===== src/design/deq_pkg.sv =====
`default_nettype none

package deq_pkg;

  localparam int CAPACITY_DEF   = 256;
  localparam int ELEM_WIDTH_DEF = 32;

  localparam int OP_W     = 3;
  localparam int VALUE_W  = 32;
  localparam int POS_W    = 8;
  localparam int STATUS_W = 2;
  localparam int FILL_W   = 9;

  localparam logic [OP_W-1:0] OP_PUSH_BACK  = 3'd0;
  localparam logic [OP_W-1:0] OP_PUSH_FRONT = 3'd1;
  localparam logic [OP_W-1:0] OP_POP_BACK   = 3'd2;
  localparam logic [OP_W-1:0] OP_POP_FRONT  = 3'd3;
  localparam logic [OP_W-1:0] OP_READ       = 3'd4;
  localparam logic [OP_W-1:0] OP_WRITE      = 3'd5;

  localparam logic [STATUS_W-1:0] ST_OK    = 2'd0;
  localparam logic [STATUS_W-1:0] ST_EMPTY = 2'd1;
  localparam logic [STATUS_W-1:0] ST_FULL  = 2'd2;
  localparam logic [STATUS_W-1:0] ST_RANGE = 2'd3;

  typedef struct packed {
    logic rotate;
    logic up;
  } ring_ctrl_t;

endpackage

`default_nettype wire


===== src/design/deq_cell.sv =====
`default_nettype none

module deq_cell #(
  parameter int ELEM_WIDTH = deq_pkg::ELEM_WIDTH_DEF
) (
  input  wire logic                   clk,
  input  wire deq_pkg::ring_ctrl_t    ctrl,
  input  wire logic                   wr_en,
  input  wire logic [ELEM_WIDTH-1:0]  wr_data,
  input  wire logic [ELEM_WIDTH-1:0]  up_data,
  input  wire logic [ELEM_WIDTH-1:0]  down_data,
  output logic      [ELEM_WIDTH-1:0]  q
);

  logic [ELEM_WIDTH-1:0] data_r;

  always_ff @(posedge clk) begin
    if (wr_en) begin
      data_r <= wr_data;
    end else if (ctrl.rotate) begin
      data_r <= ctrl.up ? up_data : down_data;
    end
  end

  assign q = data_r;

endmodule

`default_nettype wire


===== config.mk =====
export PLATFORM = sky130hd
export DESIGN_NAME = deq_cell
export DESIGN_NICKNAME = d
export VERILOG_FILES = /design/src/design/deq_pkg.sv /design/src/design/deq_cell.sv
export SDC_FILE = /design/constraint.sdc
export NUM_CORES = 1
export LEC_CHECK = 0
export ABC_AREA = 1
export CORE_MARGIN = 5
export CORE_UTILIZATION = 50
export DETAILED_ROUTE_END_ITERATION = 12
export DONT_BUFFER_PORTS = 1
export PLACE_DENSITY = 0.68
export REMOVE_ABC_BUFFERS = 1
export SLEW_MARGIN = 20
export SYNTH_ARGS = -nofsm -noshare
export SYNTH_HDL_FRONTEND = slang
export SYNTH_SLANG_ARGS = --single-unit

===== constraint.sdc =====
create_clock -name clk -period 1.3 [get_ports clk]
set_input_delay 0.26 -clock clk [delete_from_list [all_inputs] [get_ports clk]]
set_output_delay 0.26 -clock clk [all_outputs]
set_load 0.01 [all_outputs]

## Word-level counts from Yosys, hierarchy flattened

Index checks and enable logic that the tools add are counted.
W data, S select, Z words.

- Memory bits (read-only): 0
- Output and inout port bits: 32
- Memory bits (writable): 0
- Latch bits: 0
- Logic and storage cells: 5
- Memories kept: 0
- Bits in registers: 32

- Divide/modulo/power cells: 0
- Muxes and demuxes: 3
- $lt $le $gt $ge: 0
- Reductions and logical operators: 1
- Multipliers: 0
- Eq/ne operators: 0
- Bitwise gates (word level): 0
- Add/subtract/negate cells: 0
- Shift-type cells: 0

Operator list:

| operator | count |
|---|---|
| $mux W32 | 3 |
| $reduce_bool A2 Y1 | 1 |

## Longest topological paths before layout

- Word-level depth: 3
- Depth in mapped cells: 6
- Gate-level depth less buffers: 4

## Worst setup path after synthesis

No wires, ideal clock.

- Path type: input -> register
- From: in wr_en
- To: reg data_r[0] (netlist: q[0]), enable pin
- Required time: 0.971 ns
- Cell stages on the path: 2
- Buffers on the path: 1
- Setup slack: 0.051 ns
- Arrival time: 0.919 ns
- Cells stage by stage: buf_4 > or2_2

- Longest elaborated chain between the ends: 1

RTL lines:

| what | line | text |
|---|---|---|
| from (decl) | deq_cell.sv:8 | `input wire logic wr_en,` |
| $reduce_bool A2 Y1 (no line) | - |  |
| to (signal assigned) | deq_cell.sv:19 | `data_r <= wr_data;` |
| to (signal assigned) | deq_cell.sv:21 | `data_r <= ctrl.up ? up_data : down_data;` |
| to (decl) | deq_cell.sv:15 | `logic [ELEM_WIDTH-1:0] data_r;` |

No other way between the ends.
A chain may end at the register's enable or synchronous reset.

## Worst setup path in the final report

- From: reg data_r[1] (netlist: q[1])
- To: out q[1]

RTL lines:

| what | line | text |
|---|---|---|
| to (decl) | deq_cell.sv:12 | `output logic [ELEM_WIDTH-1:0] q` |

No word-level cell between the ends.

==> flow_summary.yaml <==
outcome:
  status: "finished clean"
power_and_ir_drop:
  peakVddDrop_mv: 0.555
  sw_frac_of_total_pct: 25.6
  p_int_mw: 1.76
  sequentialPowerShare_pct: 59.3
  power_mw: 2.37
  p_leak_nw: 1.15
  p_clk_share_pct: 29.6
  p_per_area_nw_per_um2: 1130
  power_switching_mw: 0.606
  combinationalPowerShare_pct: 11.1
place:
  port-buffer-count: 0
  placed_area_sq_um: 2020
  hpwlAfterDp_microns: 3240
  globalplace.congestion: 0.712
logic_synthesis:
  synthAdderAreaFrac_pct: 0
  yosys_warnings: 0
  syn_inst: 273
  synth_top_family_by_area: "simple AND/OR/NAND/NOR gates"
  netlist.area_leader.share_pct: 46.3
  synth.area.mux_share_pct: 0
  synth_compound_area_share_pct: 0
  synth_top_area_cell: "edfxtp_1"
  ys_seq_area_share_pct: 46.3
  synth_cell_type_count: 12
  syn_area_per_cell_sq_um: 7.61
  yosys.area_share.simple_pct: 34.8
  syn-cell-area_sq_um: 2080
  synth_area_leaders: "edfxtp_1 46%, nand2_1 18%, inv_1 12%"
  synth_seq_cells: 32
  synthXorXnorAreaFrac_pct: 0
worst_setup_path:
  crit_arrival_ns: 0.72
  crit_type: "flip-flop to primary output"
  cp.required_ns: 1.04
  startpoint_type: "flip-flop"
  crit_path_end_kind: "primary output"
  crit_fanout: 1
finish:
  mostFrequentLayoutCell: "nand2_1"
  fin_util_pct: 52.5
  antenna_cells: 0
  final_layout_size_suffix_gt1_share_pct: 14.6
  layout_common_cells: "98 x nand2_1, 64 x inv_1, 32 x nand3_1, 32 x edfxtp_1, 30 x nand2_2"
  largest_register_ffs: 32
  area_delta_synth_final_pct: 1.14
  fin_area_sq_um: 2100
  final_nets: 367
detailed_routing:
  routed.top_layer: "met4"
  drt-met1-wl_microns: 1730
  vias: 1501
  drc: 0
  drt-initial-drc-count: 71
  post_drt_wl_per_cell_microns: 13.9
  antenna_left: 0
  dr_wl_met3_microns: 482
  dr.pass1.iters: 4
  wl_met2_microns: 2160
  routed_wl_microns: 4420
  vias_per_cell: 4.72
clock_network:
  post_cts_buffers: 0
  cts_max_path_buffers: 2
  clock-sinks: 32
  cts_buffers: 5
  cts.reportedPaths.clkPinSlew_ns: 0.06
  htreeDepth: 2
  cts_resized: 0
  cts-root-buf: "clkbuf_8"
  ctsHoldBuffers: 0
  cts_tree: "done"
floorplan:
  core_sq_um: 4000
  start_util_pct: 51.9
  io_pins: 132
  fp.dieH_microns: 74.5
  rows: 23
  chipWidth_microns: 74.5
  dieArea_sq_um: 5540
sta:
  hold_slack_ns: 0.169
  worstMarginPinSlew_ns: 0.350
  fmax_mhz: 1020
  timing.final.crit_period_ns: 0.983
  setup_tns_ns: 0
  finalCritPeriodShare_pct: 75.7
  setup_violations: 0
  finalHoldViolations: 0
  maxSlewViolCount: 0
  rsz0062_at_grt: "no"
  slew-limit-headroom_pct: 76.6
global_route:
  grt_pass1_vias: 1491
  grt_pass1_wl_microns: 6560
  antenna_found_initial: 0
  grt.total_usage_pct: 15.7
  grt_max_degree: 35
  grt_overflow: 0
flow_run:
  cap_viol_max_count: 0
worst_hold_path:
  hp-class: "primary input to flip-flop"
metrics by stage:
stage	std cells	setup WS (ns)
finish	318	0.317
global route	318	0.288
CTS	318	0.308
detailed placement	310	0.280
global placement	310	0.283
floorplan	259	0.199
cell type report:
type                            count  area [sq um]
Clock inverter                      1          3.75
Timing Repair Buffer                1          20.0
Clock buffer                        7          76.3
Multi-Input combinational cell    161           722
Tap cell                           50          62.6
Sequential cell                    32           961
Inverter                           66           255
Fill cell                         377          1900
path summary, 6_finish.rpt:
kind                         from  slack, ns  endpoint  cells after the start
worst max-delay path         q[1]       0.32      q[1]                      0
worst min-delay path  wr_data[23]       0.17     q[23]                      2
cells by family (layout without fill, tap and decap cells):
group / Yosys count / after routing
simple gates: 161 / 161
flops: 32 / 32
buf+inv: 80 / 75
synthesized netlist by cell type:
library cell / instances
buf_12: 3
buf_2: 3
buf_4: 7
buf_6: 1
edfxtp_1: 32
inv_1: 64
inv_4: 1
inv_6: 1
nand2_1: 98
nand2_2: 30
nand3_1: 32
or2_2: 1
power groups by stage:
stage | Combinational (mW) | Clock [mW] | Sequential, mW
floorplan | 0.220 | 0 | 1.40
global placement | 0.262 | 0 | 1.43
detailed placement | 0.270 | 0 | 1.43
CTS | 0.269 | 0.731 | 1.41
global route | 0.308 | 0.768 | 1.42
finish | 0.263 | 0.702 | 1.40
metal layers:
layer	GRT usage (%)	up-vias
li1	-	792
met1	16.5	621
met2	26.5	82
met3	8.38	6
met4	6.32	0
met5	0	-
No activity file was read; power rests on OpenSTA's default activity.
